**src/design/log_linear_curve_interpolator_defines.svh**
```systemverilog
// Assertion macros for the curve interpolator RTL.
// Included by name from the modules that carry assertions; needs nothing else.
`ifndef LOG_LINEAR_CURVE_INTERPOLATOR_DEFINES_SVH
`define LOG_LINEAR_CURVE_INTERPOLATOR_DEFINES_SVH

// The consequent must hold in the same cycle as the antecedent.
`define LLI_ASSERT_NOW(label, clk, rst_n, ante, cons, msg) \
    label: assert property (@(posedge clk) disable iff (!rst_n) (ante) |-> (cons)) \
        else $error(msg);

// The consequent must hold in the cycle after the antecedent.
`define LLI_ASSERT_NEXT(label, clk, rst_n, ante, cons, msg) \
    label: assert property (@(posedge clk) disable iff (!rst_n) (ante) |=> (cons)) \
        else $error(msg);

`endif

```
**src/design/lli_pkg.sv**
```systemverilog
// Shared types, constants and the Taylor reciprocal table of the curve interpolator.
// Depends on nothing; used by lli_datapath, lli_ctrl and the top level.
`default_nettype none

package lli_pkg;

    localparam int MAX_NODES_DEF     = 32;
    localparam int LOG_FRAC_BITS_DEF = 24;
    localparam int RATE_FRAC_BITS    = 24;
    localparam int TAYLOR_TERMS      = 14;

    localparam logic [31:0] LN2_Q32       = 32'hB172_17F8;
    localparam logic [8:0]  DAYS_PER_YEAR = 9'd365;

    // floor(2^48 / LN2_Q32): reciprocal used for the range reduction by ln2.
    localparam logic [16:0] LN2_RECIP = 17'd94548;

    // Shared divider: numerator holds |df1 - df2| * 365 (41 bits) shifted up by
    // one more bit than the rate fraction; denominator holds df2 * days.
    localparam int DIV_NW = 41 + RATE_FRAC_BITS + 1;
    localparam int DIV_DW = 48;

    typedef enum logic [1:0] {
        REQ_LOAD = 2'd0,
        REQ_DF   = 2'd1,
        REQ_FWD  = 2'd2,
        REQ_NONE = 2'd3
    } req_t;

    typedef enum logic [4:0] {
        S_IDLE,
        S_RD_LAST,
        S_RD_FIRST,
        S_SCAN0,
        S_SCAN,
        S_IMUL,
        S_IDIV,
        S_IWAIT,
        S_IEND,
        S_XDIV,
        S_XWAIT,
        S_XEND,
        S_TMUL1,
        S_TMUL2,
        S_TCORR,
        S_EEND,
        S_FMUL,
        S_FDIV,
        S_FWAIT,
        S_FEND,
        S_DONE
    } state_t;

    typedef enum logic [4:0] {
        OP_IDLE,
        OP_ACCEPT,
        OP_RD_LAST,
        OP_RD_FIRST,
        OP_SCAN0,
        OP_SCAN,
        OP_IMUL,
        OP_IDIV_START,
        OP_IDIV_END,
        OP_XDIV_START,
        OP_XREM,
        OP_XDIV_END,
        OP_TMUL1,
        OP_TMUL2,
        OP_TCORR,
        OP_EXP_END,
        OP_FMUL,
        OP_FDIV_START,
        OP_FDIV_END,
        OP_WAIT
    } op_t;

    typedef struct packed {
        logic le_first;   // date at or before the first node
        logic ge_last;    // date at or after the last node in use
        logic in_iv;      // date inside the interval now being scanned
        logic at_last;    // scan has reached the last node in use
        logic div_done;   // divider has finished
        logic t_last;     // final Taylor term is being added
        logic is_fwd;     // current word is a forward query
        logic pass_b;     // working on the end date
        logic bad_dates;  // end date not after start date
    } dp_status_t;

    // floor(2^33 / i) for the Taylor term divisors.
    function automatic logic [33:0] taylor_recip(input logic [3:0] i);
        logic [33:0] r;
        begin
            case (i)
                4'd1:    r = 34'd8589934592;
                4'd2:    r = 34'd4294967296;
                4'd3:    r = 34'd2863311530;
                4'd4:    r = 34'd2147483648;
                4'd5:    r = 34'd1717986918;
                4'd6:    r = 34'd1431655765;
                4'd7:    r = 34'd1227133513;
                4'd8:    r = 34'd1073741824;
                4'd9:    r = 34'd954437176;
                4'd10:   r = 34'd858993459;
                4'd11:   r = 34'd780903144;
                4'd12:   r = 34'd715827882;
                4'd13:   r = 34'd660764199;
                4'd14:   r = 34'd613566756;
                default: r = 34'd0;
            endcase
            return r;
        end
    endfunction

endpackage

`default_nettype wire

```
**src/design/lli_ctrl.sv**
```systemverilog
// Sequencer of the curve interpolator: one state per datapath operation.
// Depends on lli_pkg and the assertion macros header.
`default_nettype none

`include "log_linear_curve_interpolator_defines.svh"

module lli_ctrl (
    input  wire logic                clk,
    input  wire logic                rst_n,
    input  wire logic                start,
    input  wire logic [1:0]          req_type,
    input  wire lli_pkg::dp_status_t st,
    output lli_pkg::op_t             op,
    output logic                     busy,
    output logic                     done
);

    lli_pkg::state_t state_reg, state_next;

    always_ff @(posedge clk or negedge rst_n)
    begin
        if (!rst_n)
        begin
            state_reg <= lli_pkg::S_IDLE;
        end
        else
        begin
            state_reg <= state_next;
        end
    end

    always_comb
    begin
        state_next = state_reg;
        op         = lli_pkg::OP_IDLE;
        done       = 1'b0;
        case (state_reg)
            lli_pkg::S_IDLE:
            begin
                if (start)
                begin
                    op = lli_pkg::OP_ACCEPT;
                    if (req_type == lli_pkg::REQ_DF || req_type == lli_pkg::REQ_FWD)
                    begin
                        state_next = lli_pkg::S_RD_LAST;
                    end
                    else
                    begin
                        state_next = lli_pkg::S_DONE;
                    end
                end
            end
            lli_pkg::S_RD_LAST:
            begin
                op         = lli_pkg::OP_RD_LAST;
                state_next = lli_pkg::S_RD_FIRST;
            end
            lli_pkg::S_RD_FIRST:
            begin
                op         = lli_pkg::OP_RD_FIRST;
                state_next = lli_pkg::S_SCAN0;
            end
            lli_pkg::S_SCAN0:
            begin
                op = lli_pkg::OP_SCAN0;
                if (st.le_first || st.ge_last)
                begin
                    state_next = lli_pkg::S_XDIV;
                end
                else
                begin
                    state_next = lli_pkg::S_SCAN;
                end
            end
            lli_pkg::S_SCAN:
            begin
                op = lli_pkg::OP_SCAN;
                if (st.in_iv)
                begin
                    state_next = lli_pkg::S_IMUL;
                end
                else if (st.at_last)
                begin
                    state_next = lli_pkg::S_XDIV;
                end
            end
            lli_pkg::S_IMUL:
            begin
                op         = lli_pkg::OP_IMUL;
                state_next = lli_pkg::S_IDIV;
            end
            lli_pkg::S_IDIV:
            begin
                op         = lli_pkg::OP_IDIV_START;
                state_next = lli_pkg::S_IWAIT;
            end
            lli_pkg::S_IWAIT:
            begin
                op = lli_pkg::OP_WAIT;
                if (st.div_done)
                begin
                    state_next = lli_pkg::S_IEND;
                end
            end
            lli_pkg::S_IEND:
            begin
                op         = lli_pkg::OP_IDIV_END;
                state_next = lli_pkg::S_XDIV;
            end
            lli_pkg::S_XDIV:
            begin
                op         = lli_pkg::OP_XDIV_START;
                state_next = lli_pkg::S_XWAIT;
            end
            lli_pkg::S_XWAIT:
            begin
                op         = lli_pkg::OP_XREM;
                state_next = lli_pkg::S_XEND;
            end
            lli_pkg::S_XEND:
            begin
                op         = lli_pkg::OP_XDIV_END;
                state_next = lli_pkg::S_TMUL1;
            end
            lli_pkg::S_TMUL1:
            begin
                op         = lli_pkg::OP_TMUL1;
                state_next = lli_pkg::S_TMUL2;
            end
            lli_pkg::S_TMUL2:
            begin
                op         = lli_pkg::OP_TMUL2;
                state_next = lli_pkg::S_TCORR;
            end
            lli_pkg::S_TCORR:
            begin
                op = lli_pkg::OP_TCORR;
                if (st.t_last)
                begin
                    state_next = lli_pkg::S_EEND;
                end
                else
                begin
                    state_next = lli_pkg::S_TMUL1;
                end
            end
            lli_pkg::S_EEND:
            begin
                op = lli_pkg::OP_EXP_END;
                if (st.is_fwd && !st.pass_b && !st.bad_dates)
                begin
                    state_next = lli_pkg::S_RD_LAST;
                end
                else if (st.is_fwd && st.pass_b)
                begin
                    state_next = lli_pkg::S_FMUL;
                end
                else
                begin
                    state_next = lli_pkg::S_DONE;
                end
            end
            lli_pkg::S_FMUL:
            begin
                op         = lli_pkg::OP_FMUL;
                state_next = lli_pkg::S_FDIV;
            end
            lli_pkg::S_FDIV:
            begin
                op         = lli_pkg::OP_FDIV_START;
                state_next = lli_pkg::S_FWAIT;
            end
            lli_pkg::S_FWAIT:
            begin
                op = lli_pkg::OP_WAIT;
                if (st.div_done)
                begin
                    state_next = lli_pkg::S_FEND;
                end
            end
            lli_pkg::S_FEND:
            begin
                op         = lli_pkg::OP_FDIV_END;
                state_next = lli_pkg::S_DONE;
            end
            lli_pkg::S_DONE:
            begin
                done       = 1'b1;
                state_next = lli_pkg::S_IDLE;
            end
            default:
            begin
                state_next = lli_pkg::S_IDLE;
            end
        endcase
    end

    assign busy = state_reg != lli_pkg::S_IDLE;

    `LLI_ASSERT_NEXT(a_load_one_cycle, clk, rst_n, start && !busy && req_type == lli_pkg::REQ_LOAD, done, "load word did not complete in the following cycle")
    `LLI_ASSERT_NEXT(a_query_not_immediate, clk, rst_n, start && !busy && (req_type == lli_pkg::REQ_DF || req_type == lli_pkg::REQ_FWD), busy && !done, "query word finished too early")
    `LLI_ASSERT_NEXT(a_done_then_idle, clk, rst_n, done, !busy && !done, "result strobe not followed by idle")
    `LLI_ASSERT_NOW(a_div_done_waiting, clk, rst_n, st.div_done, state_reg == lli_pkg::S_IWAIT || state_reg == lli_pkg::S_FWAIT, "divider finished outside a wait state")

endmodule

`default_nettype wire

```
**config.mk**
```make
export PLATFORM = sky130hd
export DESIGN_NAME = lli_ctrl
export DESIGN_NICKNAME = d
export VERILOG_FILES = /design/src/design/lli_pkg.sv /design/src/design/lli_ctrl.sv
export VERILOG_INCLUDE_DIRS = /design/src /design/src/design
export SDC_FILE = /design/constraint.sdc
export NUM_CORES = 1
export LEC_CHECK = 0
export BUFFER_PORTS_ARGS = -buffer_cell sky130_fd_sc_hd__buf_4
export CELL_PAD_IN_SITES_DETAIL_PLACEMENT = 0
export CELL_PAD_IN_SITES_GLOBAL_PLACEMENT = 1
export CORE_MARGIN = 2
export CORE_UTILIZATION = 30
export DETAILED_ROUTE_END_ITERATION = 7
export MAX_ROUTING_LAYER = met4
export PLACE_DENSITY = 0.67
export SYNTH_ARGS = -nofsm -noshare
export SYNTH_HDL_FRONTEND = slang
export SYNTH_SLANG_ARGS = --single-unit
```
**constraint.sdc**
```tcl
create_clock -name clk -period 1.5 [get_ports clk]
set_input_delay 0.375 -clock clk [delete_from_list [all_inputs] [get_ports clk]]
set_output_delay 0.375 -clock clk [all_outputs]
set_load 0.02 [all_outputs]
```
-- Word level (Yosys, flattened, before mapping)
Index checks and enable logic that the tools add are counted.
- reductions and logical operators: 11
- mux-type cells: 14
- equal/unequal tests: 26
- operators by type and width (kind ; number):
    $pmux 5 s20 ; 1
    $pmux 5 s19 ; 1
    $eq 5x4->1 const B ; 8
    $mux 5 ; 7
    $eq 5x5->1 const B ; 5
    $eq 5x3->1 const B ; 4
    $eq 5x2->1 const B ; 2
    $ne 2x2->1 const B ; 3
    $eq 5x1->1 const B ; 1
    $logic_not 5->1 ; 1
    $reduce_bool 5->1 ; 1
    $mux 4 ; 1
    $reduce_and 4->1 ; 1
    $logic_and 1x1->1 ; 3
    $mux 3 ; 1
    $ne 3x3->1 const B ; 1
    $eq 2x1->1 const B ; 1
    $eq 2x2->1 const B ; 1
    $logic_not 1->1 ; 2
    $logic_or 1x1->1 ; 2
    $mux 1 ; 2
    $mux 2 ; 1
    $reduce_or 2->1 ; 1
- word-level logic and storage cells: 52
- bits in registers: 5
- bits of input ports: 14
- output and inout port bits: 7

-- Logic depth before layout (Yosys ltp)
Gate-level depths: netlist of run 1.
- word-level depth: 5
- gate-level depth with buffers: 6

-- Least setup slack after synthesis of run 1
No wires, ideal clock.
- path type: reg2out
- start point: register state_reg[2]
- end point: output done
- cell stages (with the launch flop): 4
- slack: -0.541 ns
- data arrival time: 1.666 ns
- path buffers: 2
- required time: 1.125 ns
- path through: dfrtp_1 clkbuf_1 buf_1 nor4b_1
- cells in the longest elaborated chain, start to end: 2
- ends and longest elaborated chain (item ; line ; source):
    from (decl) ; lli_ctrl.sv:18 ; lli_pkg::state_t state_reg, state_next;
    from (signal assigned) ; lli_ctrl.sv:24 ; state_reg <= lli_pkg::S_IDLE;
    from (signal assigned) ; lli_ctrl.sv:28 ; state_reg <= state_next;
    $eq 5x5->1 ; lli_ctrl.sv:37 ; case (state_reg)
    $mux 1 ; lli_ctrl.sv:37 ;
    to (decl) ; lli_ctrl.sv:15 ; output logic done
No other way between the ends.

-- Worst setup path after layout of run 1
- start point: register state_reg[2]
- end point: register state_reg[2]
- cells in the longest elaborated chain, start to end: 3
- elaborated cells between the ends (all ways): 26
- ends and longest elaborated chain (item ; line):
    $eq 5x3->1, or another cell as far along ; lli_ctrl.sv:37
    $ne 3x3->1 (no line) or $ne 2x2->1 (tied branches) ; n/a
    $reduce_and 4->1 (no line) ; n/a
Parallel ways exist; a longest one is shown, timed or not.
A chain may end at the register's enable or synchronous reset.

==> key figures, run 1 <==
Run status
  • Outcome: finished, violations left
  • Failing checks: setup timing

Layout
  • Finished Cell Area: 1498 sq um
  • Util after Layout: 68.36%
  • Final net count: 182
  • Area grow syn2layout: 116.5%
  • Share of cells above drive strength 1: 62.28%
  • Largest register FFs: 5
  • Antenna Diode Count: 0
  • Fillers: 189

Floorplanning
  • Initial Util: 31.58%
  • Die width: 52.03 um
  • Core box area: 2191 sq um
  • Die area: 2707 sq um
  • Top-Level Pins: 21
  • Row count: 17
  • Die height: 52.03 um

Logic synthesis
  • Yosys reg bits: 5
  • Ys flop type: dfrtp_1
  • YS warnings: 0
  • EDFF count, synth: 0
  • Synth Instances: 98
  • Sequential area share after synthesis: 18.08%
  • Async SR Flop Fraction: 100.0%
  • Synth unique cells: 40
  • Post-Syn Area: 691.9 sq um
  • Syn Area/Cell: 7.060 sq um
  • Syn_nets: 112

Detailed routing
  • Vias per inst: 5.226
  • DR iter-0 viols: 37
  • Residual DRC: 0
  • DR WL/cell: 14.43 um
  • DRT Pass-1 Iters: 4
  • Final ANT Viol Nets: 0
  • DRT Wirelength: 2813 um
  • Vias: 1019

Global route
  • Initial antenna violation count: 0
  • First-pass GRT wire length: 4319 um
  • Vias in the first global route: 969
  • Largest net degree at the start of global routing: 12
  • Total grt overflow: 0
  • Total global routing track utilization: 21.69%

CTS
  • Clk sinks: 5
  • CTS tree: yes
  • CTS clk-pin slew, worst paths: 0.04 ns
  • CTS Buf Count: 3
  • H-tree levels: 1
  • Insertion delay to the later sink of the worst-skew pair: 0.25 ns
  • Clock root cell: clkbuf_4
  • Max Root-Sink Buffers: 2

Timing
  • Setup Skew: 0.002570 ns
  • Slew Limit Fails: 0
  • Setup Viol. Count Final: 12
  • Crit path time final: 1.903 ns
  • Setup ws final: -0.4030 ns
  • Relative slew margins: 66.69%
  • Worst-margin pin slew: 0.4975 ns
  • Achievable Freq: 0.5255 GHz
  • Final Hold Viols: 0
  • Final worst-path cycle share: 126.9%
  • RSZ-0062 raised after global routing: true

Worst setup path
  • CP required: 1.62 ns
  • Crit Path Class: reg2reg
  • CP Launch Type: flop
  • Crit end category: flop
  • R2R Setup Slk: -0.40 ns
  • Arrival @ worst endpoint: 2.02 ns
  • Worst Path Max Fanout: 4

Pwr
  • Pleak: 0.0006501 uW
  • Peak VDD IR: 1143 uV
  • Power Density: 2129 nW/um^2

Placement
  • Placed Area: 1176 sq um
  • DP HPWL: 1899 um
  • Dpl ws: -0.2274 ns
  • Gpl congestion: 0.8883
  • Port Buffers: 20

Job
  • Max Cap Viol: 0

Worst hold path
  • Hold Path Class: in2reg
[layer usage]
metal	vias to the layer above	GRT usage [%]	wire length, um
li1	508	-	-
met1	471	27.05	1223
met2	34	35.02	1394
met3	6	5.460	148
met4	0	5.263	48
met5	-	-	0
[power breakdown]
group	total (uW)	switching (uW)	leakage (uW)	internal (uW)
clock	159	58.2	0.0000150	101
sequential	302	96.6	0.0000595	206
combinational	2730	1230	0.000576	1500
[worst paths after layout]
kind                         startpoint           end  cells past startpoint
max                        state_reg[2]  state_reg[2]                      5
min                               st[4]  state_reg[0]                      2
max reg2reg                state_reg[2]  state_reg[2]                      5
min reg2reg                state_reg[3]  state_reg[0]                      2
max in group asynchronous         rst_n  state_reg[4]                      2
min in group asynchronous         rst_n  state_reg[3]                      2
[per-stage QoR]
step	instances	TNS, ns	hold WS (ns)	total power [uW]
detailed placement	174	-1.922	0.1783	2282
global route	195	-4.418	0.3675	3413
CTS	192	-3.602	0.3532	2930
floorplan	98	-0.8959	0.07941	1483
finish	195	-3.803	0.3616	3189
global placement	174	-1.633	0.1779	2272
[critical path, stage by stage, from the launching register on]
cell and delay (ns):
dfrtp_1 0.42, or4_4 0.58, buf_4 0.16, or3_4 0.38, a31oi_1 0.17, a21oi_1 0.06
[cell usage in the layout, fill, tap and decap left out, types with 3 or more instances in the layout]
cell,instances
buf_4,57
buf_6,15
nor3_1,7
nor2_4,4
nand2_1,4
a21oi_1,4
nand2b_1,4
a211oi_1,4
o21ai_0,3
o21ai_1,3
nor3b_1,3
nor4_1,3
clkbuf_4,3
dfrtp_2,3
[Yosys cell counts (3+ instances only)]
cell / count / area share, %
clkbuf_1: 6 / 3.3
nor3b_1: 3 / 3.3
nor4_1: 3 / 2.7
dfrtp_1: 5 / 18
a21oi_1: 5 / 3.6
inv_1: 4 / 2.2
nor2_1: 8 / 4.3
a211oi_1: 4 / 4.3
nand2_1: 4 / 2.2
nor3_1: 10 / 7.2
nand2b_1: 6 / 5.4
o21ai_0: 6 / 4.3
[cell families (layout without fill, tap and decap cells)]
logic type	after synthesis	count (layout)	share of synthesized area, %
AO/OA/AOI/OAI	29	29	27.85
AND/OR/NAND/NOR	47	47	41.41
XOR/XNOR	3	3	3.798
buffers and inverters	14	83	8.859
flip-flops	5	5	18.08
[layout make-up]
cell class | instances | area [sq um] | share of cell area, %
multi-input cells | 79 | 645.6 | 43.11
inverters | 4 | 15.01 | 1.003
clock buffers | 4 | 26.28 | 1.754
repair buffers | 75 | 646.9 | 43.19
flip-flops and latches | 5 | 128.9 | 8.605
well taps | 28 | 35.03 | 2.339
[what timing repair did]
item / CTS / global route
hold buffers: 1 / 0
pin swaps: 5 / 4
setup endpoints to repair: 12 / 12
setup buffers: 13 / 3
hold endpoints to repair: 5 / 0
resized for setup: 25 / 14
Note: power is estimated with default switching activity, not from simulation.
==> inputs of run 2 (changes only) <==
--- a/config.mk
+++ b/config.mk
@@ -10,10 +10,10 @@
 export CELL_PAD_IN_SITES_DETAIL_PLACEMENT = 0
 export CELL_PAD_IN_SITES_GLOBAL_PLACEMENT = 1
 export CORE_MARGIN = 2
-export CORE_UTILIZATION = 30
+export CORE_UTILIZATION = 31
 export DETAILED_ROUTE_END_ITERATION = 7
 export MAX_ROUTING_LAYER = met4
-export PLACE_DENSITY = 0.67
+export PLACE_DENSITY = 0.69
 export SYNTH_ARGS = -nofsm -noshare
 export SYNTH_HDL_FRONTEND = slang
 export SYNTH_SLANG_ARGS = --single-unit
==> run 2 against run 1 <==
  * The flow still finishes with violations (setup timing)
  * Flip-flop and latch count unchanged
  * Global-route usage down 0.57 points
  * Worst setup slack better by 0.022 ns
  * Cell count down 7.2%
  * Via count down 5.5%
  * Clock power down 4%
  * Cell area down 7.5%
  * Fmax up 1.2%
==> key figures, run 2 (synthesis results as in run 1) <==
Timing
  • Final worst-path cycle share: 125.4% (-1.5 points)
  • Achievable Freq: 0.5316 GHz (+1.2%)
  • Crit path time final: 1.881 ns (-0.02185 ns)
  • Setup ws final: -0.3812 ns (+0.02185 ns)
  • Setup Viol. Count Final: 12 (unchanged)
  • Setup Skew: 0.002544 ns (-0.00002598 ns)
  • Relative slew margins: 62.25% (-4.4 points)
  • Final Hold Viols: 0 (unchanged)
  • RSZ-0062 raised after global routing: true
  • Worst-margin pin slew: 0.5589 ns (+0.06133 ns)
  • Slew Limit Fails: 0 (unchanged)

Pwr
  • Power Density: 2135 nW/um^2 (+0.29%)
  • Pleak: 0.0005804 uW (-11%)
  • Peak VDD IR: 1135 uV (-0.70%)
  • Power Total: 2958 uW (-7.2%)

Floorplanning
  • Core box area: 2170 sq um (-0.97%)
  • Row count: 17 (unchanged)
  • Initial Util: 31.89% (+0.31 points)
  • Die height: 51.25 um (-1.5%)
  • Top-Level Pins: 21 (unchanged)
  • Die area: 2626 sq um (-3.0%)
  • Die width: 51.25 um (-1.5%)

Placement
  • Gpl congestion: 0.8182 (-7.9%)
  • Cell Count Post-Placement: 164 (-5.7%)
  • Port Buffers: 20 (unchanged)
  • DP HPWL: 1755 um (-7.6%)
  • Dpl ws: -0.2175 ns (+0.009897 ns)

Layout
  • Commonest non-fill, non-tap cell in the layout: buf_4
  • Final Instance Count excl. Fillers: 181 (-7.2%)
  • Area taken by multi-input logic gates: 653.1 sq um (+1.2%)
  • Fillers: 184 (-2.6%)
  • Area grow syn2layout: 100.2%
  • FF/Latch Area: 127.6 sq um (-0.97%)
  • Antenna Diode Count: 0 (unchanged)
  • Share of cells above drive strength 1: 57.52% (-4.8 points)
  • Largest register FFs: 5 (unchanged)
  • Most frequent cells in the layout: buf_4 (46), buf_6 (12), nor3_1 (10)
  • Util after Layout: 63.84% (-4.5 points)
  • Final net count: 168 (-7.7%)

CTS
  • Clock root cell: clkbuf_4
  • CTS clk-pin slew, worst paths: 0.04 ns (about the same)
  • CTS Buf Count: 3 (unchanged)
  • CTS tree: yes
  • H-tree levels: 1 (unchanged)
  • Insertion delay to the later sink of the worst-skew pair: 0.24 ns (about the same)
  • Max Root-Sink Buffers: 2 (unchanged)
  • Clk sinks: 5 (unchanged)

Global route
  • Initial antenna violation count: 0 (unchanged)
  • Vias in the first global route: 944 (-2.6%)
  • Total global routing track utilization: 21.12% (-0.57 points)
  • Total grt overflow: 0 (unchanged)
  • Largest net degree at the start of global routing: 15 (+3)
  • First-pass GRT wire length: 4077 um (-5.6%)

Worst setup path
  • Arrival @ worst endpoint: 2.01 ns (about the same)
  • CP required: 1.63 ns (about the same)
  • R2R Setup Slk: -0.38 ns (+0.02 ns)
  • Worst Path Max Fanout: 4 (unchanged)
  • Crit end category: flop
  • Crit Path Class: reg2reg
  • CP Launch Type: flop

Worst hold path
  • Hold Path Class: in2reg

Detailed routing
  • DR iter-0 viols: 13 (-65%)
  • DRT Pass-1 Iters: 4 (unchanged)
  • DRT Wirelength: 2605 um (-7.4%)
  • Vias per inst: 5.320 (+1.8%)
  • DR WL/cell: 14.39 um (-0.23%)
  • Final ANT Viol Nets: 0 (unchanged)
  • Vias: 963 (-5.5%)
  • Residual DRC: 0 (unchanged)

Run status
  • Failing checks: setup timing
  • Outcome: finished, violations left

Job
  • Max Cap Viol: 0 (unchanged)
[run 2: cell count changes in the layout (fill, tap and decap cells not counted), moves of 2 or more]
cell      delta
buf_4       -11
nor3_2       -2
buf_6        -3
nor3_1       +3
a211oi_1     -2
[run 2: path summary, 6_finish.rpt]
| kind | to | start | depth (start not counted) |
|---|---|---|---|
| max | state_reg[3] | state_reg[1] | 5 |
| min | state_reg[0] | st[4] | 2 |
| max reg2reg | state_reg[3] | state_reg[1] | 5 |
| min reg2reg | state_reg[0] | state_reg[3] | 3 |
| max in group asynchronous | state_reg[0] | rst_n | 2 |
| min in group asynchronous | state_reg[1] | rst_n | 2 |
[run 2: final cells by class]
type / count / area share, %
inverters: 4 / 1.265
well taps: 28 / 2.529
clock buffers: 4 / 1.897
multi-input cells: 79 / 47.15
flip-flops and latches: 5 / 9.214
repair buffers: 61 / 37.94
[run 2: report_power, final]
| group | leakage (uW) | switching [uW] | internal, uW | total, uW |
|---|---|---|---|---|
| Combinational | 0.000505 | 1190 | 1330 | 2520 |
| Sequential | 0.0000609 | 79.9 | 204 | 284 |
| Clock | 0.0000150 | 52.8 | 100 | 153 |
[run 2: what timing repair did]
| item | 4_1_cts | 5_1_grt |
|---|---|---|
| setup buffers | 10 | 2 |
| hold buffers | 1 | 0 |
| resized for setup | 20 | 17 |
| pin swaps | 10 | 9 |
| cloned | 0 | 0 |
| hold endpoints to repair | 5 | 0 |
| endpoints found under the setup margin | 12 | 12 |
[run 2: metrics by stage]
stage | instance area (sq um) | TNS, ns | hold WS [ns]
after CTS | 1295 | -3.402 | 0.3549
after global placement | 1101 | -1.473 | 0.1779
final | 1385 | -3.470 | 0.3659
after detailed placement | 1101 | -1.571 | 0.1787
after global routing | 1385 | -3.883 | 0.3691
after floorplan | 785.8 | -0.8959 | 0.07941
[run 2: critical path, cell delays in order, from the launching register on]
cell and delay (ns):
dfrtp_1 0.41, or4_4 0.58, buf_4 0.16, or3_4 0.36
nand3_4 0.09, o21ba_1 0.16
[run 2: layer usage]
layer	vias up	routed length (um)	global-route usage, %
li1	485	-	-
met3	0	79	1.754
met4	0	0	5.263
met5	-	0	-
met2	27	1439	41.56
met1	451	1085	22.54
